## config.mk

```make
export PLATFORM = sky130hd
export DESIGN_NAME = gateway_frame_deframer_top_flat
export DESIGN_NICKNAME = d
export VERILOG_FILES = /design/src/rtl/gfd_pkg.sv /design/src/rtl/gfd_ifs.sv /design/src/rtl/gfd_ctrl.sv /design/src/rtl/gfd_dp.sv /design/src/rtl/gateway_frame_deframer_top.sv /design/src/flat_wrapper.sv
export SDC_FILE = /design/constraint.sdc
export NUM_CORES = 1
export LEC_CHECK = 0
export BUFFER_PORTS_ARGS = -buffer_cell sky130_fd_sc_hd__buf_2
export CAP_MARGIN = 20
export CORE_MARGIN = 8
export CORE_UTILIZATION = 35
export DETAILED_ROUTE_END_ITERATION = 16
export GPL_ROUTABILITY_DRIVEN = 0
export PLACE_DENSITY = 0.53
export SLEW_MARGIN = 10
export SYNTH_ARGS = -nofsm -noshare
export SYNTH_HDL_FRONTEND = slang
export SYNTH_SLANG_ARGS = --single-unit
```

## constraint.sdc

```tcl
create_clock -name clk_i -period 4.9 [get_ports clk_i]
set_clock_uncertainty 0.2 [all_clocks]
set_input_delay 1.47 -clock clk_i [delete_from_list [all_inputs] [get_ports clk_i]]
set_output_delay 1.47 -clock clk_i [all_outputs]
set_load 0.03 [all_outputs]
```

## src/rtl/gfd_pkg.sv

```systemverilog
// Shared types, constants and a helper function for the gateway frame deframer.
// Used by the controller, the datapath and the top level; depends on nothing.
package gfd_pkg;

  localparam int BufDepth = 64;
  localparam int PtrW     = $clog2(BufDepth);
  localparam int CntW     = $clog2(BufDepth + 1);
  localparam int OffW     = (CntW > 7) ? CntW : 7;
  localparam int BodyW    = 6;
  localparam int CapW     = 7;

  localparam logic [7:0] StxByte      = 8'h55;
  localparam logic [7:0] EtxByte      = 8'h03;
  localparam logic [7:0] TypeTimesync = 8'h00;
  localparam logic [7:0] TypeRequest  = 8'h01;

  localparam int TsBody    = 13;
  localparam int SessHdr   = 5;
  localparam int HsHdr     = 3;
  localparam int TsFrame   = HsHdr + TsBody + 1;
  localparam int ResultCap = 64;
  localparam logic [BodyW-1:0] MaxBodyReset = BodyW'(16);

  typedef enum logic [3:0] {
    OFF_0, OFF_1, OFF_2, OFF_3, OFF_4, OFF_TS_END, OFF_ETX, OFF_IDX, OFF_BODY
  } rd_sel_e;

  typedef enum logic [1:0] {
    DROP_ONE, DROP_SCAN, DROP_FRAME
  } drop_sel_e;

  typedef struct packed {
    logic      in_ready;
    logic      rd_en;
    rd_sel_e   rd_sel;
    logic      ld_b1;
    logic      ld_b2;
    logic      ld_type;
    logic      ld_seq;
    logic      ld_ts;
    logic      ld_len;
    logic      idx_init3;
    logic      idx_init0;
    logic      idx_inc;
    logic      drop;
    drop_sel_e drop_sel;
    logic      out_hdr;
    logic      out_body;
    logic      finish;
  } gfd_cmd_t;

  typedef struct packed {
    logic in_valid;
    logic in_new_conn;
    logic phase;
    logic fill_zero;
    logic fill_ge_min;
    logic fill_ge_ts;
    logic b1_ts;
    logic len_gt_max;
    logic fill_lt_need;
    logic idx_ge_fill;
    logic scan_bad;
    logic scan_lim;
    logic cnt_fits;
    logic idx_last;
    logic bl_zero;
    logic type_keep;
    logic rd_stx;
    logic rd_etx;
    logic out_free;
  } gfd_stat_t;

  // Circular buffer address: base plus offset, folded once into the depth.
  function automatic logic [PtrW-1:0] wrap_add(logic [PtrW-1:0] base,
                                               logic [OffW-1:0] off);
    logic [OffW:0] s;
    s = (OffW+1)'(base) + (OffW+1)'(off);
    if (s >= (OffW+1)'(BufDepth)) begin
      s = s - (OffW+1)'(BufDepth);
    end
    return s[PtrW-1:0];
  endfunction

endpackage

```

## src/rtl/gfd_ifs.sv

```systemverilog
// Valid/ready channel interfaces for received bytes, results and configuration.
// Stand-alone; the field widths are fixed by the frame format.
interface gfd_in_if;
  logic       valid;
  logic       ready;
  logic [7:0] rx_byte;
  logic       new_connection;
  modport source (output valid, rx_byte, new_connection, input ready);
  modport sink (input valid, rx_byte, new_connection, output ready);
endinterface

interface gfd_out_if;
  logic       valid;
  logic       ready;
  logic       kind;
  logic [7:0] frame_type;
  logic [7:0] seq_number;
  logic [5:0] body_length;
  logic       compact_format;
  logic [7:0] data_byte;
  logic       last;
  modport source (output valid, kind, frame_type, seq_number, body_length,
                  compact_format, data_byte, last, input ready);
  modport sink (input valid, kind, frame_type, seq_number, body_length,
                compact_format, data_byte, last, output ready);
endinterface

interface gfd_cfg_if;
  logic       valid;
  logic       ready;
  logic [5:0] data;
  modport source (output valid, data, input ready);
  modport sink (input valid, data, output ready);
endinterface

```

## src/rtl/gfd_ctrl.sv

```systemverilog
// Parse sequencer of the deframer: walks the buffer one read at a time.
// Depends on gfd_pkg for the command and status structs.
module gfd_ctrl
  import gfd_pkg::*;
(
  input  logic      clk_i,
  input  logic      rst_ni,
  input  gfd_stat_t stat_i,
  output gfd_cmd_t  cmd_o
);

  typedef enum logic [20:0] {
    S_IDLE      = 21'd1 << 0,
    S_LOOP      = 21'd1 << 1,
    S_HUNT_RD   = 21'd1 << 2,
    S_HUNT_CHK  = 21'd1 << 3,
    S_AFTER     = 21'd1 << 4,
    S_RD1       = 21'd1 << 5,
    S_RD2       = 21'd1 << 6,
    S_TS_ETX    = 21'd1 << 7,
    S_LEN       = 21'd1 << 8,
    S_S_ETX     = 21'd1 << 9,
    S_S_TYP     = 21'd1 << 10,
    S_S_SEQ     = 21'd1 << 11,
    S_SCAN_RD   = 21'd1 << 12,
    S_SCAN_CHK  = 21'd1 << 13,
    S_EMIT_CHK  = 21'd1 << 14,
    S_EMIT_HDR  = 21'd1 << 15,
    S_EMIT_RD   = 21'd1 << 16,
    S_EMIT_BODY = 21'd1 << 17,
    S_EMIT_DONE = 21'd1 << 18,
    S_FINISH    = 21'd1 << 19,
    S_SPARE     = 21'd1 << 20
  } state_e;

  state_e state_q, state_d;

  always_comb begin
    cmd_o   = '0;
    state_d = state_q;
    unique case (state_q)
      S_IDLE: begin
        cmd_o.in_ready = 1'b1;
        if (stat_i.in_valid && !stat_i.in_new_conn) begin
          state_d = S_LOOP;
        end
      end
      S_LOOP: begin
        state_d = stat_i.fill_ge_min ? S_HUNT_RD : S_FINISH;
      end
      S_HUNT_RD: begin
        if (stat_i.fill_zero) begin
          state_d = S_AFTER;
        end else begin
          cmd_o.rd_en  = 1'b1;
          cmd_o.rd_sel = OFF_0;
          state_d      = S_HUNT_CHK;
        end
      end
      S_HUNT_CHK: begin
        if (stat_i.rd_stx) begin
          state_d = S_AFTER;
        end else begin
          cmd_o.drop     = 1'b1;
          cmd_o.drop_sel = DROP_ONE;
          state_d        = S_HUNT_RD;
        end
      end
      S_AFTER: begin
        if (stat_i.fill_ge_min) begin
          cmd_o.rd_en  = 1'b1;
          cmd_o.rd_sel = OFF_1;
          state_d      = S_RD1;
        end else begin
          state_d = S_FINISH;
        end
      end
      S_RD1: begin
        cmd_o.ld_b1  = 1'b1;
        cmd_o.rd_en  = 1'b1;
        cmd_o.rd_sel = OFF_2;
        state_d      = S_RD2;
      end
      S_RD2: begin
        cmd_o.ld_b2 = 1'b1;
        if (stat_i.phase) begin
          if (stat_i.b1_ts && stat_i.fill_ge_ts) begin
            cmd_o.rd_en  = 1'b1;
            cmd_o.rd_sel = OFF_TS_END;
            state_d      = S_TS_ETX;
          end else begin
            state_d = S_LEN;
          end
        end else if (stat_i.b1_ts) begin
          if (stat_i.fill_ge_ts) begin
            cmd_o.rd_en  = 1'b1;
            cmd_o.rd_sel = OFF_TS_END;
            state_d      = S_TS_ETX;
          end else begin
            state_d = S_FINISH;
          end
        end else begin
          cmd_o.idx_init3 = 1'b1;
          state_d         = S_SCAN_RD;
        end
      end
      S_TS_ETX: begin
        if (stat_i.rd_etx) begin
          cmd_o.ld_ts = 1'b1;
          state_d     = S_EMIT_CHK;
        end else if (stat_i.phase) begin
          state_d = S_LEN;
        end else begin
          cmd_o.drop     = 1'b1;
          cmd_o.drop_sel = DROP_ONE;
          state_d        = S_LOOP;
        end
      end
      S_LEN: begin
        if (stat_i.len_gt_max) begin
          cmd_o.drop     = 1'b1;
          cmd_o.drop_sel = DROP_ONE;
          state_d        = S_LOOP;
        end else if (stat_i.fill_lt_need) begin
          state_d = S_FINISH;
        end else begin
          cmd_o.ld_len = 1'b1;
          cmd_o.rd_en  = 1'b1;
          cmd_o.rd_sel = OFF_ETX;
          state_d      = S_S_ETX;
        end
      end
      S_S_ETX: begin
        if (stat_i.rd_etx) begin
          cmd_o.rd_en  = 1'b1;
          cmd_o.rd_sel = OFF_3;
          state_d      = S_S_TYP;
        end else begin
          cmd_o.drop     = 1'b1;
          cmd_o.drop_sel = DROP_ONE;
          state_d        = S_LOOP;
        end
      end
      S_S_TYP: begin
        cmd_o.ld_type = 1'b1;
        cmd_o.rd_en   = 1'b1;
        cmd_o.rd_sel  = OFF_4;
        state_d       = S_S_SEQ;
      end
      S_S_SEQ: begin
        cmd_o.ld_seq = 1'b1;
        if (stat_i.type_keep) begin
          state_d = S_EMIT_CHK;
        end else begin
          cmd_o.drop     = 1'b1;
          cmd_o.drop_sel = DROP_FRAME;
          state_d        = S_LOOP;
        end
      end
      S_SCAN_RD: begin
        if (stat_i.idx_ge_fill) begin
          state_d = S_FINISH;
        end else begin
          cmd_o.rd_en  = 1'b1;
          cmd_o.rd_sel = OFF_IDX;
          state_d      = S_SCAN_CHK;
        end
      end
      S_SCAN_CHK: begin
        if (stat_i.rd_etx) begin
          cmd_o.drop     = 1'b1;
          cmd_o.drop_sel = stat_i.scan_bad ? DROP_ONE : DROP_SCAN;
          state_d        = S_LOOP;
        end else if (stat_i.scan_lim) begin
          cmd_o.drop     = 1'b1;
          cmd_o.drop_sel = DROP_ONE;
          state_d        = S_LOOP;
        end else begin
          cmd_o.idx_inc = 1'b1;
          state_d       = S_SCAN_RD;
        end
      end
      S_EMIT_CHK: begin
        state_d = stat_i.cnt_fits ? S_EMIT_HDR : S_FINISH;
      end
      S_EMIT_HDR: begin
        if (stat_i.out_free) begin
          cmd_o.out_hdr   = 1'b1;
          cmd_o.idx_init0 = 1'b1;
          state_d         = stat_i.bl_zero ? S_EMIT_DONE : S_EMIT_RD;
        end
      end
      S_EMIT_RD: begin
        cmd_o.rd_en  = 1'b1;
        cmd_o.rd_sel = OFF_BODY;
        state_d      = S_EMIT_BODY;
      end
      S_EMIT_BODY: begin
        if (stat_i.out_free) begin
          cmd_o.out_body = 1'b1;
          cmd_o.idx_inc  = 1'b1;
          state_d        = stat_i.idx_last ? S_EMIT_DONE : S_EMIT_RD;
        end
      end
      S_EMIT_DONE: begin
        cmd_o.drop     = 1'b1;
        cmd_o.drop_sel = DROP_FRAME;
        state_d        = S_LOOP;
      end
      S_FINISH: begin
        cmd_o.finish = 1'b1;
        state_d      = S_IDLE;
      end
      default: begin
        state_d = S_IDLE;
      end
    endcase
  end

  always_ff @(posedge clk_i or negedge rst_ni) begin
    if (!rst_ni) begin
      state_q <= S_IDLE;
    end else begin
      state_q <= state_d;
    end
  end

endmodule

```

## src/rtl/gfd_dp.sv

```systemverilog
// Datapath of the deframer: circular byte buffer, frame registers, result register
// and the body length limit register. Depends on gfd_pkg and the channel interfaces.
module gfd_dp
  import gfd_pkg::*;
(
  input  logic      clk_i,
  input  logic      rst_ni,
  gfd_in_if.sink    rx_i,
  gfd_out_if.source res_o,
  gfd_cfg_if.sink   cfg_i,
  input  gfd_cmd_t  cmd_i,
  output gfd_stat_t stat_o
);

  logic [7:0]       mem_q [BufDepth];
  logic [7:0]       rd_data_q;
  logic [PtrW-1:0]  head_q, head_d;
  logic [CntW-1:0]  fill_q, fill_d;
  logic             phase_q, phase_d;
  logic             sync_q, sync_d;
  logic [BodyW-1:0] len_limit_q;
  logic [CapW-1:0]  cnt_q, cnt_d;
  logic             out_valid_q;
  logic [OffW-1:0]  idx_q;
  logic [7:0]       b1_q, b2_q, type_q, seq_q;
  logic [BodyW-1:0] bl_q;
  logic             compact_q;

  logic             accept, append, clear, fill_full, out_free, out_load;
  logic [OffW-1:0]  fill_ext, wr_off, rd_off, drop_n, scan_len;
  logic [PtrW-1:0]  wr_addr, rd_addr;

  assign rx_i.ready  = cmd_i.in_ready;
  assign cfg_i.ready = 1'b1;
  assign accept      = rx_i.valid && cmd_i.in_ready;
  assign append      = accept && !rx_i.new_connection;
  assign clear       = accept && rx_i.new_connection;
  assign fill_full   = (fill_q == CntW'(BufDepth));
  assign fill_ext    = OffW'(fill_q);
  assign wr_off      = fill_full ? '0 : fill_ext;
  assign wr_addr     = wrap_add(fill_full ? '0 : head_q, wr_off);
  assign out_free    = !out_valid_q || res_o.ready;
  assign out_load    = cmd_i.out_hdr || cmd_i.out_body;
  assign scan_len    = idx_q - OffW'(HsHdr);

  always_comb begin
    case (cmd_i.rd_sel)
      OFF_0:      rd_off = '0;
      OFF_1:      rd_off = OffW'(1);
      OFF_2:      rd_off = OffW'(2);
      OFF_3:      rd_off = OffW'(3);
      OFF_4:      rd_off = OffW'(4);
      OFF_TS_END: rd_off = OffW'(TsFrame - 1);
      OFF_ETX:    rd_off = OffW'(SessHdr) + OffW'(b2_q[BodyW-1:0]);
      OFF_IDX:    rd_off = idx_q;
      OFF_BODY:   rd_off = (compact_q ? OffW'(HsHdr) : OffW'(SessHdr)) + idx_q;
      default:    rd_off = '0;
    endcase
  end
  assign rd_addr = wrap_add(head_q, rd_off);

  always_comb begin
    case (cmd_i.drop_sel)
      DROP_ONE:   drop_n = OffW'(1);
      DROP_SCAN:  drop_n = idx_q + OffW'(1);
      DROP_FRAME: drop_n = compact_q ? OffW'(TsFrame)
                                     : OffW'(SessHdr + 1) + OffW'(bl_q);
      default:    drop_n = OffW'(1);
    endcase
  end

  always_comb begin
    head_d  = head_q;
    fill_d  = fill_q;
    phase_d = phase_q;
    sync_d  = sync_q;
    cnt_d   = cnt_q;
    if (clear) begin
      fill_d  = '0;
      head_d  = '0;
      phase_d = 1'b0;
    end else if (append) begin
      if (fill_full) begin
        head_d = '0;
        fill_d = CntW'(1);
      end else begin
        fill_d = fill_q + CntW'(1);
      end
      cnt_d  = '0;
      sync_d = 1'b0;
    end else if (cmd_i.drop) begin
      if (drop_n >= fill_ext) begin
        fill_d = '0;
        head_d = '0;
      end else begin
        fill_d = fill_q - drop_n[CntW-1:0];
        head_d = wrap_add(head_q, drop_n);
      end
      if (cmd_i.drop_sel == DROP_FRAME && compact_q) begin
        sync_d = 1'b1;
      end
    end
    if (out_load) begin
      cnt_d = cnt_q + CapW'(1);
    end
    if (cmd_i.finish && sync_q) begin
      phase_d = 1'b1;
    end
  end

  always_ff @(posedge clk_i or negedge rst_ni) begin
    if (!rst_ni) begin
      head_q      <= '0;
      fill_q      <= '0;
      phase_q     <= 1'b0;
      sync_q      <= 1'b0;
      cnt_q       <= '0;
      len_limit_q <= MaxBodyReset;
      out_valid_q <= 1'b0;
    end else begin
      head_q  <= head_d;
      fill_q  <= fill_d;
      phase_q <= phase_d;
      sync_q  <= sync_d;
      cnt_q   <= cnt_d;
      if (cfg_i.valid) begin
        len_limit_q <= cfg_i.data;
      end
      if (out_load) begin
        out_valid_q <= 1'b1;
      end else if (res_o.ready) begin
        out_valid_q <= 1'b0;
      end
    end
  end

  // Buffer memory: one write port, one registered read port.
  always_ff @(posedge clk_i) begin
    if (append) begin
      mem_q[wr_addr] <= rx_i.rx_byte;
    end
    if (cmd_i.rd_en) begin
      rd_data_q <= mem_q[rd_addr];
    end
  end

  always_ff @(posedge clk_i) begin
    if (cmd_i.ld_b1)   b1_q   <= rd_data_q;
    if (cmd_i.ld_b2)   b2_q   <= rd_data_q;
    if (cmd_i.ld_type) type_q <= rd_data_q;
    if (cmd_i.ld_seq)  seq_q  <= rd_data_q;
    if (cmd_i.ld_ts) begin
      type_q    <= TypeTimesync;
      seq_q     <= b2_q;
      bl_q      <= BodyW'(TsBody);
      compact_q <= 1'b1;
    end
    if (cmd_i.ld_len) begin
      bl_q      <= b2_q[BodyW-1:0];
      compact_q <= 1'b0;
    end
    if (cmd_i.idx_init3) begin
      idx_q <= OffW'(HsHdr);
    end else if (cmd_i.idx_init0) begin
      idx_q <= '0;
    end else if (cmd_i.idx_inc) begin
      idx_q <= idx_q + OffW'(1);
    end
    if (cmd_i.out_hdr) begin
      res_o.kind           <= 1'b0;
      res_o.frame_type     <= type_q;
      res_o.seq_number     <= seq_q;
      res_o.body_length    <= bl_q;
      res_o.compact_format <= compact_q;
      res_o.data_byte      <= '0;
      res_o.last           <= 1'b0;
    end else if (cmd_i.out_body) begin
      res_o.kind      <= 1'b1;
      res_o.data_byte <= rd_data_q;
      res_o.last      <= stat_o.idx_last;
    end
  end

  assign res_o.valid = out_valid_q;

  always_comb begin
    stat_o.in_valid     = rx_i.valid;
    stat_o.in_new_conn  = rx_i.new_connection;
    stat_o.phase        = phase_q;
    stat_o.fill_zero    = (fill_q == '0);
    stat_o.fill_ge_min  = fill_ext >= (phase_q ? OffW'(SessHdr + 1) : OffW'(HsHdr));
    stat_o.fill_ge_ts   = fill_ext >= OffW'(TsFrame);
    stat_o.b1_ts        = (b1_q == TypeTimesync);
    stat_o.len_gt_max   = {b1_q, b2_q} > 16'(len_limit_q);
    stat_o.fill_lt_need = fill_ext < (OffW'(SessHdr + 1) + OffW'(b2_q[BodyW-1:0]));
    stat_o.idx_ge_fill  = idx_q >= fill_ext;
    stat_o.scan_bad     = scan_len > OffW'(len_limit_q);
    stat_o.scan_lim     = scan_len >= OffW'(len_limit_q);
    stat_o.cnt_fits     = (8'(cnt_q) + 8'd1 + 8'(bl_q)) <= 8'(ResultCap);
    stat_o.idx_last     = (idx_q + OffW'(1)) == OffW'(bl_q);
    stat_o.bl_zero      = (bl_q == '0);
    stat_o.type_keep    = (type_q == TypeTimesync) ||
                          ((type_q == TypeRequest) && (bl_q != '0));
    stat_o.rd_stx       = (rd_data_q == StxByte);
    stat_o.rd_etx       = (rd_data_q == EtxByte);
    stat_o.out_free     = out_free;
  end

  a_fill_bound: assert property (@(posedge clk_i) disable iff (!rst_ni)
    fill_q <= CntW'(BufDepth)) else $error("buffer fill beyond depth");
  a_head_bound: assert property (@(posedge clk_i) disable iff (!rst_ni)
    head_q < PtrW'(BufDepth - 1) || head_q == PtrW'(BufDepth - 1))
    else $error("head pointer out of range");
  a_cnt_bound: assert property (@(posedge clk_i) disable iff (!rst_ni)
    cnt_q <= CapW'(ResultCap)) else $error("too many results in one step");
  a_phase_rise: assert property (@(posedge clk_i) disable iff (!rst_ni)
    $rose(phase_q) |-> $past(sync_q)) else $error("session phase without timesync");
  a_load_free: assert property (@(posedge clk_i) disable iff (!rst_ni)
    out_load |-> out_free) else $error("result register overwritten");

endmodule

```

## src/rtl/gateway_frame_deframer_top.sv

```systemverilog
// Top level of the gateway frame deframer: sequencer plus datapath.
// Depends on gfd_pkg, gfd_ifs, gfd_ctrl and gfd_dp.
// The block takes a new byte only once the parse of the previous one is finished; the
// parse hunts byte by byte for the start byte and scans byte by byte for the end byte.
// After the last byte is taken, a header is loaded (timesync or length field path) and
// each body byte follows it, held by any output stall. Reset (rst_ni low, asynchronous):
// buffer empty, handshake phase, body length limit 16.
module gateway_frame_deframer_top
  import gfd_pkg::*;
(
  input  logic      clk_i,
  input  logic      rst_ni,
  gfd_in_if.sink    rx_i,
  gfd_out_if.source res_o,
  gfd_cfg_if.sink   cfg_i
);

  // The sequencer drives one command set per cycle; the datapath answers with
  // the compares that steer the parse loop.
  gfd_cmd_t  cmd;
  gfd_stat_t stat;

  gfd_ctrl u_ctrl (
    .clk_i  (clk_i),
    .rst_ni (rst_ni),
    .stat_i (stat),
    .cmd_o  (cmd)
  );

  gfd_dp u_dp (
    .clk_i  (clk_i),
    .rst_ni (rst_ni),
    .rx_i   (rx_i),
    .res_o  (res_o),
    .cfg_i  (cfg_i),
    .cmd_i  (cmd),
    .stat_o (stat)
  );

endmodule

```

## src/flat_wrapper.sv

```systemverilog
// flat-port wrapper written by rule: the top's interface ports become plain ports
module gateway_frame_deframer_top_flat import gfd_pkg::*;
  (clk_i, rst_ni, rx_i_valid, rx_i_rx_byte, rx_i_new_connection, rx_i_ready, res_o_valid, res_o_kind, res_o_frame_type, res_o_seq_number, res_o_body_length, res_o_compact_format, res_o_data_byte, res_o_last, res_o_ready, cfg_i_valid, cfg_i_data, cfg_i_ready);
  gfd_in_if rx_i_i ();
  gfd_out_if res_o_i ();
  gfd_cfg_if cfg_i_i ();
  input  logic clk_i;
  input  logic rst_ni;
  input wire logic [$bits(rx_i_i.valid)-1:0] rx_i_valid;
  input wire logic [$bits(rx_i_i.rx_byte)-1:0] rx_i_rx_byte;
  input wire logic [$bits(rx_i_i.new_connection)-1:0] rx_i_new_connection;
  output wire logic [$bits(rx_i_i.ready)-1:0] rx_i_ready;
  output wire logic [$bits(res_o_i.valid)-1:0] res_o_valid;
  output wire logic [$bits(res_o_i.kind)-1:0] res_o_kind;
  output wire logic [$bits(res_o_i.frame_type)-1:0] res_o_frame_type;
  output wire logic [$bits(res_o_i.seq_number)-1:0] res_o_seq_number;
  output wire logic [$bits(res_o_i.body_length)-1:0] res_o_body_length;
  output wire logic [$bits(res_o_i.compact_format)-1:0] res_o_compact_format;
  output wire logic [$bits(res_o_i.data_byte)-1:0] res_o_data_byte;
  output wire logic [$bits(res_o_i.last)-1:0] res_o_last;
  input wire logic [$bits(res_o_i.ready)-1:0] res_o_ready;
  input wire logic [$bits(cfg_i_i.valid)-1:0] cfg_i_valid;
  input wire logic [$bits(cfg_i_i.data)-1:0] cfg_i_data;
  output wire logic [$bits(cfg_i_i.ready)-1:0] cfg_i_ready;
  assign rx_i_i.valid = rx_i_valid;
  assign rx_i_i.rx_byte = rx_i_rx_byte;
  assign rx_i_i.new_connection = rx_i_new_connection;
  assign rx_i_ready = rx_i_i.ready;
  assign res_o_valid = res_o_i.valid;
  assign res_o_kind = res_o_i.kind;
  assign res_o_frame_type = res_o_i.frame_type;
  assign res_o_seq_number = res_o_i.seq_number;
  assign res_o_body_length = res_o_i.body_length;
  assign res_o_compact_format = res_o_i.compact_format;
  assign res_o_data_byte = res_o_i.data_byte;
  assign res_o_last = res_o_i.last;
  assign res_o_i.ready = res_o_ready;
  assign cfg_i_i.valid = cfg_i_valid;
  assign cfg_i_i.data = cfg_i_data;
  assign cfg_i_ready = cfg_i_i.ready;
  gateway_frame_deframer_top u_core (.clk_i(clk_i), .rst_ni(rst_ni), .rx_i(rx_i_i), .res_o(res_o_i), .cfg_i(cfg_i_i));
endmodule
```

==> impl_results.md, run 1 <==
- Count of boundary I/O pins: 56
- Number of slew-limit violations in the final report: 0
- Synthesized netlist cell count: 1680
- Synth cell types: 83
- Half-perimeter wire length of the detailed placement result: 50.06 mm
- Critical Path Start Type: flop
- Multiplexer share of the synthesized area: 14.16%
- Drt via density: 5.158
- Fin crit share: 102.4%
- Synthesized area divided by synthesized cell count: 16.78 µm²
- Routed vias: 16531
- Number of failing setup endpoints in the final timing report: 8
- Failing checks: setup timing
- Static power due to leakage: 12.66 nW
- Setup total negative slack: -734.6 ps
- Commonest register cell after synthesis: edfxtp_1
- Minimum hold slack: 218.6 ps
- Average wire length per cell after detail routing: 23.15 µm
- Share of power burned in combinational logic: 23.7%
- Total standard cell area after synthesis: 28180 µm²
- Post-synthesis share of cell area spent on and, or, nand and nor gates: 7.721%
- DRC violations left: 0
- Core Rows: 104
- Net Sw Frac: 26.84%
- Router iterations before antenna repair: 5
- Syn Nets: 1773
- Path class of the lowest-slack min-delay path: reg -> reg
- Area fraction in compound gates after synthesis: 4.275%
- TritonCTS clock tree: built
- Number of global-route vias before repair: 17094
- Buffer depth of the longest clock path: 3
- Flop-to-flop setup slack: -120 ps
- Number of max-cap violations: 0
- Post-synthesis async set-or-reset flop share: 7.562%
- Total of flip-flops plus latches after synthesis: 648
- P_int: 0.01076 W
- Overall routed net length: 74.21 mm
- Overflow left after global routing: 0
- Minimum clock period: 5017 ps
- Global-route wire length before repair: 110.7 mm
- Final Instance Count excl. Fillers: 3205
- Pin count of the biggest net entering global routing: 65
- Combinational family with the most area after synthesis: multiplexers
- Worst skew pair latency: 620 ps
- Final nets: 2187
- H-Tree Level Count: 3
- Max-slew headroom: 29.55%
- Antenna violations before repair: 0
- Worst vdd rail ir drop: 0.2495 mV
- Total clock buffers created by CTS: 70
- Final hold violation count: 0
- Required time reported for the critical path endpoint: 5030 ps
- Starting DRT DRC Count: 1211
- Register area share after synthesis: 67.26%
- Worst path arrival time: 5140 ps
- Xor/xnor cell area share of the yosys netlist: 1.838%
- Highest fanout seen on the critical path: 7
- Ratio of cells with drive above 1 in the final layout: 35.71%
- Clk sink count: 648
- Antenna viol nets, final: 0
- Placed cell count: 3020
- Die extent in x: 299.8 µm
- Power Dens Cells: 415.3 nW/µm²
- Max Clock Freq: 0.1993 GHz
- Hold Buf Count CTS: 0
- Final critical-path setup slack: -116.6 ps
- Antenna diodes: 0
- Starting density of the core: 35.16%
- Total die area: 89860 µm²
- Category of the critical setup timing path: reg -> reg
- Worst slack after detailed placement: -542.8 ps
- Critical Path End Type: flop
- Core area: 80160 µm²
- Share of synthesized cell area in full adder, half adder and majority cells: 3.410%
- P&R area growth vs syn: 25.73%
- Clock power share: 34.5%
- Run status: finished, violations left
- RSZ-0062 raised after global routing: yes
- Sequential cell fraction of total power: 41.9%
- Port-buffer cells: 54
- Number of warning messages in the yosys log: 0
- Clock tree root buffer cell: clkbuf_16
- GRT Overall Usage: 16.31%
- Clock transition at path regs: 60 ps
- Net Sw Power: 0.003950 W
- Slew of the pin with the lowest slew margin: 1047 ps
- Number of enable-type register cells in the synthesized netlist: 573
- Die Ht: 299.8 µm
==> power by group through the flow <==
stage	sequential (W)	clock [W]	combinational [W]
after floorplan	0.00628	0	0.00186
after global placement	0.00627	0	0.00310
after detailed placement	0.00627	0	0.00313
after CTS	0.00616	0.00522	0.00336
after global routing	0.00616	0.00541	0.00373
final	0.00616	0.00507	0.00348
==> cell usage in the layout (no fill, tap or decap), types with 9 or more instances in the layout <==
cell type	Yosys	final
nand2b_1	20	20
mux4_2	160	160
edfxtp_1	573	573
nor4_4	4	9
buf_2	7	53
ha_4	0	10
o21ai_0	40	35
buf_12	0	27
and2_1	14	14
a21oi_1	45	40
nor3_1	22	20
xnor2_1	38	36
a21o_1	22	21
clkbuf_1	36	15
clkbuf_16	0	71
buf_4	1	296
nand2_1	97	92
dfrtp_1	47	46
buf_6	0	12
ha_1	68	55
clkinv_1	0	15
o21ai_1	9	12
inv_1	41	37
dfxtp_1	26	24
nand3_1	30	29
nor4_1	15	10
nand4_1	13	13
xor2_1	18	16
nor2_1	134	123
mux2i_1	33	30
==> layer usage <==
layer | part of all wire (%) | vias up | GRT usage [%]
li1 | - | 7521 | -
met1 | 43 | 8476 | 21.49
met2 | 50 | 404 | 27.35
met3 | 4.7 | 130 | 2.984
met4 | 2.9 | 0 | 5.123
met5 | 0 | - | 0
==> Yosys cell counts, types with 18 or more instances <==
master | instances | share of area (%)
clkbuf_1 | 36 | 0.48
nand3_1 | 30 | 0.53
inv_1 | 41 | 0.55
a21o_1 | 22 | 0.59
mux2i_1 | 33 | 1.2
xor2_1 | 18 | 0.56
dfrtp_1 | 47 | 4.2
edfxtp_1 | 573 | 61
nor3_1 | 22 | 0.39
xnor2_1 | 38 | 1.2
mux4_2 | 160 | 13
nor2_1 | 134 | 1.8
dfxtp_1 | 26 | 1.8
o21ai_0 | 40 | 0.71
ha_1 | 68 | 3.0
a21oi_1 | 45 | 0.80
nand2_1 | 97 | 1.3
nand2b_1 | 20 | 0.44
==> path summary, 6_finish.rpt <==
| check | startpoint | to | cells past startpoint |
|---|---|---|---|
| setup / recovery | u_core.u_dp.rd_data_q[5] | u_core.u_dp.rd_data_q[4] | 16 |
| hold / removal | u_core.u_dp.seq_q[5] | u_core.u_dp.res_o.seq_number[5] | 0 |
| setup reg to reg | u_core.u_dp.rd_data_q[5] | u_core.u_dp.rd_data_q[4] | 16 |
| hold reg to reg | u_core.u_dp.seq_q[5] | u_core.u_dp.res_o.seq_number[5] | 0 |
| max in group asynchronous | rst_ni | u_core.u_ctrl.state_q[10] | 2 |
| min in group asynchronous | rst_ni | u_core.u_dp.len_limit_q[3] | 1 |
==> registers in the layout, indices dropped and copies added (netlist names), 8 cells and up <==
signal                        count
u_core.u_dp.res_o.data_byte       8
u_core.u_dp.type_q                8
u_core.u_dp.rd_data_q             8
u_core.u_dp.b1_q                  8
u_core.u_dp.b2_q                  8
u_core.u_ctrl.state_q            20
u_core.u_dp.res_o.seq_number      8
u_core.u_dp.mem_q               512
u_core.u_dp.res_o.frame_type      8
u_core.u_dp.seq_q                 8
==> what timing repair did <==
item / in CTS / in global routing
buffers inserted: 32 / 23
gates resized for setup: 68 / 56
pin swaps: 26 / 37
setup endpoints to repair: 15 / 439
gates cloned: 6 / 1
==> worst max-delay path, cell delays in order (launching register included) <==
cell and delay, ps:
edfxtp_1 390, or4b_4 570, or4_4 480, nor4_4 300, buf_4 160, nor2_2 50
nand3_4 90, ha_4 150, fa_4 630, buf_12 190, buf_12 140, buf_12 130
buf_4 130, mux4_2 310, mux4_2 500, mux2i_4 210, mux2i_1 100
==> area by class of cell <==
class	count	area, µm²
flip-flops and latches	648	18960
inverters	41	153.9
clock buffers	87	1836
fillers	7127	44720
multi-input cells	936	9387
repair buffers	397	3401
well taps	1060	1326
clock inverters	36	371.6
==> kinds of logic after synthesis <==
family	count (synthesis)
adders and majority gates	74
DFF	648
buffers and inverters	96
AOI/OAI and AO/OA	184
muxes	198
other	1
xor gates and xnor gates	57
and+or+nand+nor	422
==> through the flow <==
step                      instance area (µm²)  util (%)  power [W]
after floorplan                         28210         -   0.008144
after global placement                  31990     39.90   0.009375
after detailed placement                31990     39.90   0.009408
after CTS                               34940     43.59    0.01474
after global routing                    35430     44.21    0.01530
final                                   35430     44.21    0.01471
Power figures use the tool's default switching activity.
==> inputs of run 2 (changes only) <==
--- a/config.mk
+++ b/config.mk
@@ -5,13 +5,14 @@
 export SDC_FILE = /design/constraint.sdc
 export NUM_CORES = 1
 export LEC_CHECK = 0
+export ABC_CLOCK_PERIOD_IN_PS = 6300
 export BUFFER_PORTS_ARGS = -buffer_cell sky130_fd_sc_hd__buf_2
-export CAP_MARGIN = 20
+export CAP_MARGIN = 30
 export CORE_MARGIN = 8
 export CORE_UTILIZATION = 35
 export DETAILED_ROUTE_END_ITERATION = 16
 export GPL_ROUTABILITY_DRIVEN = 0
-export PLACE_DENSITY = 0.53
+export PLACE_DENSITY = 0.52
 export SLEW_MARGIN = 10
 export SYNTH_ARGS = -nofsm -noshare
 export SYNTH_HDL_FRONTEND = slang
==> constraint.sdc (replaced) <==
create_clock -name clk_i -period 6.3 [get_ports clk_i]
set_clock_uncertainty 0.2 [all_clocks]
set_input_delay 1.89 -clock clk_i [delete_from_list [all_inputs] [get_ports clk_i]]
set_output_delay 1.89 -clock clk_i [all_outputs]
set_load 0.03 [all_outputs]
==> impl_results.md, run 2 (synthesis results as in run 1) <==
- Antenna violations before repair: 0 (unchanged)
- Half-perimeter wire length of the detailed placement result: 48.11 mm (-3.9%)
- Clock tree root buffer cell: clkbuf_16
- Core area: 80160 µm² (unchanged)
- Number of max-cap violations: 0 (unchanged)
- TritonCTS clock tree: built
- Worst path arrival time: 6260 ps (+1120 ps)
- Routed vias: 15738 (-4.8%)
- Total clock buffers created by CTS: 68 (-2.9%)
- Worst skew pair latency: 620 ps (about the same)
- GR Layer Usage met1: 21.88% (+0.39 points)
- GR met3 Demand/Resource: 2.654% (-0.33 points)
- Clock transition at path regs: 70 ps (about the same)
- Top register by number of flip-flops: u_core.u_dp.mem_q
- Router iterations before antenna repair: 5 (unchanged)
- Largest registers in the final layout: u_core.u_dp.mem_q (512), u_core.u_ctrl.state_q (20)
- Count of cells resized by post-cts repair: 0 (-100%)
- Commonest cells after routing, fill and taps aside: edfxtp_1 (573), mux4_2 (160), nor2_1 (134), nand2_1 (97), buf_4 (81)
- Core Rows: 104 (unchanged)
- Share of power burned in combinational logic: 19.4% (-4.3 points)
- Antenna diodes: 0 (unchanged)
- Worst reg2reg startpoint: u_core.u_dp.b2_q[1]
- Required time reported for the critical path endpoint: 6440 ps (+1410 ps)
- P&R area growth vs syn: 16.01%
- Clk sink count: 648 (unchanged)
- Endpoint of the most critical register-to-register path: u_core.u_dp.rd_data_q[7]
- Run status: completed
- Global Route met2 Usage: 25.56% (-1.8 points)
- Post-CTS setup-driven buffer insertion count: 0 (-100%)
- Final critical-path setup slack: 186.5 ps (+303.1 ps)
- Critical Path End Type: flop
- Worst vdd rail ir drop: 0.1894 mV (-24%)
- Max-slew headroom: 31.52% (+2.0 points)
- Slew of the pin with the lowest slew margin: 1014 ps (-33.12 ps)
- Final hold violation count: 0 (unchanged)
- Static power due to leakage: 11.23 nW (-11%)
- Setup total negative slack: 0 ps (+734.6 ps)
- Power Dens Cells: 331.2 nW/µm² (-20%)
- Depth of the worst hold-timing path: 0 (unchanged)
- Global-route wire length before repair: 106.9 mm (-3.5%)
- Ratio of cells with drive above 1 in the final layout: 23.34% (-12 points)
- Highest fanout seen on the critical path: 17 (+10)
- Pin count of the biggest net entering global routing: 65 (unchanged)
- Net Sw Frac: 26.75% (-0.090 points)
- Layer with the highest usage after global routing: met2
- Critical Path Start Type: flop
- GRT Overall Usage: 15.83% (-0.49 points)
- Port-buffer cells: 54 (unchanged)
- Worst slack after detailed placement: 186.3 ps (+729.2 ps)
- H-Tree Level Count: 3 (unchanged)
- Total die area: 89860 µm² (unchanged)
- Placed cell count: 2834 (-6.2%)
- Minimum clock period: 6114 ps (+1097 ps)
- Overflow left after global routing: 0 (unchanged)
- Starting DRT DRC Count: 1331 (+9.9%)
- End point of the worst hold path: u_core.u_dp.res_o.seq_number[0]
- Antenna viol nets, final: 0 (unchanged)
- Net Sw Power: 0.002897 W (-27%)
- Filler cell count in the final layout: 7254 (+1.8%)
- Drt via density: 5.320 (+3.2%)
- Number of failing setup endpoints in the final timing report: 0 (-8)
- Fin crit share: 97.04% (-5.3 points)
- P_int: 0.007930 W (-26%)
- Clock power share: 35.9% (+1.4 points)
- Overall routed net length: 72.06 mm (-2.9%)
- Average wire length per cell after detail routing: 24.36 µm (+5.2%)
- Path class of the lowest-slack min-delay path: reg -> reg
- Flop-to-flop setup slack: 190 ps (+300 ps)
- Starting density of the core: 35.16% (unchanged)
- Number of slew-limit violations in the final report: 0 (unchanged)
- Max Clock Freq: 0.1636 GHz (-18%)
- Category of the critical setup timing path: reg -> reg
- Max reg flops: 512 (unchanged)
- Buffer depth of the longest clock path: 3 (unchanged)
- Min-delay src: u_core.u_dp.seq_q[0]
- R2R depth: 18 (+2)
- Die extent in x: 299.8 µm (unchanged)
- DRC violations left: 0 (unchanged)
- Die Ht: 299.8 µm (unchanged)
- Sequential cell fraction of total power: 44.7% (+2.8 points)
- RSZ-0062 raised after global routing: no
- Number of global-route vias before repair: 16018 (-6.3%)
- Final Instance Count excl. Fillers: 2958 (-7.7%)
- Final nets: 1938 (-11%)
- Hold Buf Count CTS: 0 (unchanged)
- Count of boundary I/O pins: 56 (unchanged)
- Most common cell after layout, fill and taps aside: edfxtp_1
==> run 2: routing by layer <==
metal	routed length, µm	part of all wire [%]
met1	31680	44
met3	3943	5.5
met2	34410	48
met4	2027	2.8
met5	0	0
==> run 2: per-stage QoR <==
| stage | utilization, % | area, µm² | power, W | hold WS [ps] |
|---|---|---|---|---|
| after CTS | 40.78 | 32690 | 0.01095 | 220.3 |
| after global routing | 40.79 | 32690 | 0.01124 | 227.4 |
| after detailed placement | 38.11 | 30550 | 0.007055 | 207.2 |
| final | 40.79 | 32690 | 0.01083 | 217.5 |
| after global placement | 37.93 | 30410 | 0.007023 | 208.3 |
| after floorplan | - | 28180 | 0.006327 | 200.3 |
==> run 2: worst max path at each step <==
stage	endpoint	slack, ps	cells after the start	startpoint
finish	u_core.u_dp.rd_data_q[7]	190	18	u_core.u_dp.b2_q[1]
floorplan	u_core.u_dp.rd_data_q[5]	1170	14	u_core.u_ctrl.state_q[2]
global route	u_core.u_dp.rd_data_q[7]	40	18	u_core.u_dp.b2_q[1]
global placement	u_core.u_dp.rd_data_q[7]	220	18	u_core.u_dp.b2_q[1]
detailed placement	u_core.u_dp.rd_data_q[7]	190	18	u_core.u_dp.b2_q[1]
CTS	u_core.u_dp.rd_data_q[7]	200	18	u_core.u_dp.b2_q[1]
==> run 2: critical path: stages, from the launching register on <==
cell	delay [ps]
edfxtp_1	530
inv_1	90
ha_1	230
nor2_1	140
xnor2_1	90
ha_1	230
a2111oi_0	440
o21ai_0	240
o211a_1	180
nand2_1	110
nand3_1	140
ha_4	200
fa_4	1040
buf_4	360
buf_4	290
mux4_2	340
mux4_2	550
mux2i_1	290
mux2i_1	110
==> run 2: power by group through the flow <==
| stage | Combinational [W] | Clock (W) | Sequential [W] |
|---|---|---|---|
| finish | 0.00210 | 0.00388 | 0.00484 |
| global route | 0.00228 | 0.00412 | 0.00485 |
| CTS | 0.00213 | 0.00398 | 0.00484 |
| detailed placement | 0.00213 | 0 | 0.00493 |
| global placement | 0.00209 | 0 | 0.00493 |
| floorplan | 0.00144 | 0 | 0.00489 |
==> run 2: layout make-up <==
type	count	area, µm²	area share (%)
Inverter	41	153.9	0.4707
Sequential cell	648	18960	57.98
Clock inverter	34	335.3	1.026
Tap cell	1060	1326	4.057
Timing Repair Buffer	150	1201	3.674
Multi-Input combinational cell	936	8920	27.28
Clock buffer	89	1802	5.511
==> inputs of run 3 (changes only) <==
--- a/config.mk
+++ b/config.mk
@@ -9,10 +9,10 @@
 export BUFFER_PORTS_ARGS = -buffer_cell sky130_fd_sc_hd__buf_2
 export CAP_MARGIN = 30
 export CORE_MARGIN = 8
-export CORE_UTILIZATION = 35
+export CORE_UTILIZATION = 45
 export DETAILED_ROUTE_END_ITERATION = 16
 export GPL_ROUTABILITY_DRIVEN = 0
-export PLACE_DENSITY = 0.52
+export PLACE_DENSITY = 0.62
 export SLEW_MARGIN = 10
 export SYNTH_ARGS = -nofsm -noshare
 export SYNTH_HDL_FRONTEND = slang
==> impl_results.md, run 3 (synthesis results as in run 1) <==
- Run status: completed
- GRT Overall Usage: 19.15% (+3.3 points)
- Placed cell count: 2589 (-8.6%)
- Net Sw Frac: 26.34% (-0.41 points)
- Number of failing setup endpoints in the final timing report: 0 (unchanged)
- Fraction of the core area covered by cells at the end of the flow: 52.29% (+12 points)
- Net Sw Power: 0.002851 W (-1.6%)
- Max Clock Freq: 0.1708 GHz (+4.4%)
- DRC violations left: 0 (unchanged)
- P&R area growth vs syn: 14.71%
- Category of the critical setup timing path: reg -> reg
- Drt via density: 5.815 (+9.3%)
- H-Tree Level Count: 3 (unchanged)
- Commonest cells after routing, fill and taps aside: edfxtp_1 (573), mux4_2 (160), nor2_1 (134), nand2_1 (97), clkbuf_16 (69)
- Slowest Stage Delay on Critical Path: 840 ps (-200 ps)
- Hold Buf Count CTS: 0 (unchanged)
- Critical Path End Type: flop
- Critical Path, Cell by Cell: inv_1 > ha_1 > nor2_1 > xnor2_1 > ha_1 > a2111oi_0 > o21ai_0 > o211a_1 > nand2_1 > nand3_1 > ha_4 > fa_4 > buf_12 > buf_12 > mux4_2 > mux4_2 > mux2i_1 > mux2i_1
- Minimum clock period: 5855 ps (-259.0 ps)
- Worst path arrival time: 5990 ps (-270 ps)
- Most common cell after layout, fill and taps aside: edfxtp_1
- Critical Path Start Type: flop
- Minimum hold slack: 218.5 ps (+1.056 ps)
- Final hold violation count: 0 (unchanged)
- Fin crit share: 92.93% (-4.1 points)
- Global-route wire length before repair: 102.8 mm (-3.8%)
- Number of max-cap violations: 0 (unchanged)
- Core Rows: 91 (-13%)
- Total die area: 70890 µm² (-21%)
- Antenna viol nets, final: 0 (unchanged)
- Path class of the lowest-slack min-delay path: reg -> reg
- Static power due to leakage: 11.18 nW (-0.52%)
- RSZ-0062 raised after global routing: no
- Number of slew-limit violations in the final report: 0 (unchanged)
- Overall routed net length: 67.76 mm (-6.0%)
- TritonCTS clock tree: built
- Pin count of the biggest net entering global routing: 65 (unchanged)
- Number of global-route vias before repair: 16129 (+0.69%)
- Slew of the pin with the lowest slew margin: 919.3 ps (-94.68 ps)
- Starting density of the core: 45.58% (+10 points)
- Area post-placement: 30020 µm² (-1.7%)
- Total clock buffers created by CTS: 67 (-1.5%)
- Max-slew headroom: 38.49% (+7.0 points)
- Starting DRT DRC Count: 1511 (+14%)
- Routed vias: 15789 (+0.32%)
- Final Instance Count excl. Fillers: 2715 (-8.2%)
- Average wire length per cell after detail routing: 24.96 µm (+2.5%)
- Summed area of non-filler cells in the final layout: 32330 µm² (-1.1%)
- Largest registers in the final layout: u_core.u_dp.mem_q (512), u_core.u_ctrl.state_q (20)
- Antenna violations before repair: 0 (unchanged)
- Cell family with most CP delay: adder cells
- Count of cells resized by post-cts repair: 0 (unchanged)
- Clock power share: 36.4% (+0.5 points)
- Antenna diodes: 0 (unchanged)
- Ratio of cells with drive above 1 in the final layout: 22.84% (-0.50 points)
- Share of power burned in combinational logic: 19.1% (-0.3 points)
- Overflow left after global routing: 0 (unchanged)
- Worst Path Buf+Inv: 3 (unchanged)
- Port-buffer cells: 54 (unchanged)
- Worst vdd rail ir drop: 0.2322 mV (+23%)
- P_int: 0.007971 W (+0.52%)
- Core area: 61830 µm² (-23%)
- Top register by number of flip-flops: u_core.u_dp.mem_q
- Count of boundary I/O pins: 56 (unchanged)
- Critical Path Slowest Stage Cell: fa_4
- Die extent in x: 266.3 µm (-11%)
- Final nets: 1920 (-0.93%)
- Setup total negative slack: 0 ps (unchanged)
- Clk sink count: 648 (unchanged)
- Sequential cell fraction of total power: 44.5% (-0.2 points)
- Filler cell count in the final layout: 4921 (-32%)
- Buffer depth of the longest clock path: 3 (unchanged)
- Post-CTS setup-driven buffer insertion count: 0 (unchanged)
- Highest fanout seen on the critical path: 50 (+33)
- Die Ht: 266.3 µm (-11%)
- Worst skew pair latency: 620 ps (about the same)
- Required time reported for the critical path endpoint: 6440 ps (about the same)
- Clock transition at path regs: 60 ps (about the same)
- Power Dens Cells: 334.8 nW/µm² (+1.1%)
- Router iterations before antenna repair: 6 (+1)
- Half-perimeter wire length of the detailed placement result: 44.55 mm (-7.4%)
- Clock tree root buffer cell: clkbuf_16
- Max reg flops: 512 (unchanged)
## run 3: per-layer routing
metal  wire length (µm)  GRT usage (%)  vias to the layer above
li1                   -              -                     6968
met1              28350          25.26                     8089
met2              32930          31.73                      588
met3               4266          3.534                      144
met4               2212          6.801                        0
met5                  0              0                        -
## run 3: layout make-up
type                            count  area, µm²  area share (%)
Tap cell                          837       1047           3.239
Clock inverter                     32      361.6           1.119
Clock buffer                       88       1818           5.623
Sequential cell                   648      18960           58.63
Timing Repair Buffer              133       1072           3.317
Inverter                           41      153.9          0.4760
Multi-Input combinational cell    936       8920           27.59
## run 3: final timing paths
check | start | endpoint | slack, ps | cells past startpoint
worst max-delay path | u_core.u_dp.b2_q[2] | u_core.u_dp.rd_data_q[7] | 450 | 18
worst max register to register | u_core.u_dp.b2_q[2] | u_core.u_dp.rd_data_q[7] | 450 | 18
worst min register to register | u_core.u_dp.seq_q[0] | u_core.u_dp.res_o.seq_number[0] | 220 | 0
max in group asynchronous | rst_ni | u_core.u_ctrl.state_q[11] | 4180 | 2
worst min-delay path | u_core.u_dp.seq_q[0] | u_core.u_dp.res_o.seq_number[0] | 220 | 0
min in group asynchronous | rst_ni | u_core.u_dp.len_limit_q[0] | 1220 | 2
## run 3: power groups by stage
stage / Combinational (W) / Clock (W) / Sequential [W]
2_1_floorplan: 0.00144 / 0 / 0.00489
3_3_place_gp: 0.00205 / 0 / 0.00490
3_5_place_dp: 0.00207 / 0 / 0.00491
4_1_cts: 0.00208 / 0.00402 / 0.00482
5_1_grt: 0.00223 / 0.00416 / 0.00482
6_report: 0.00207 / 0.00394 / 0.00481
## run 3: through the flow
step / setup slack [ps] / power [W]
final: 445.5 / 0.01082
after global routing: 170.0 / 0.01122
after CTS: 471.2 / 0.01092
after detailed placement: 480.6 / 0.006981
after global placement: 571.4 / 0.006949
after floorplan: 1168 / 0.006327
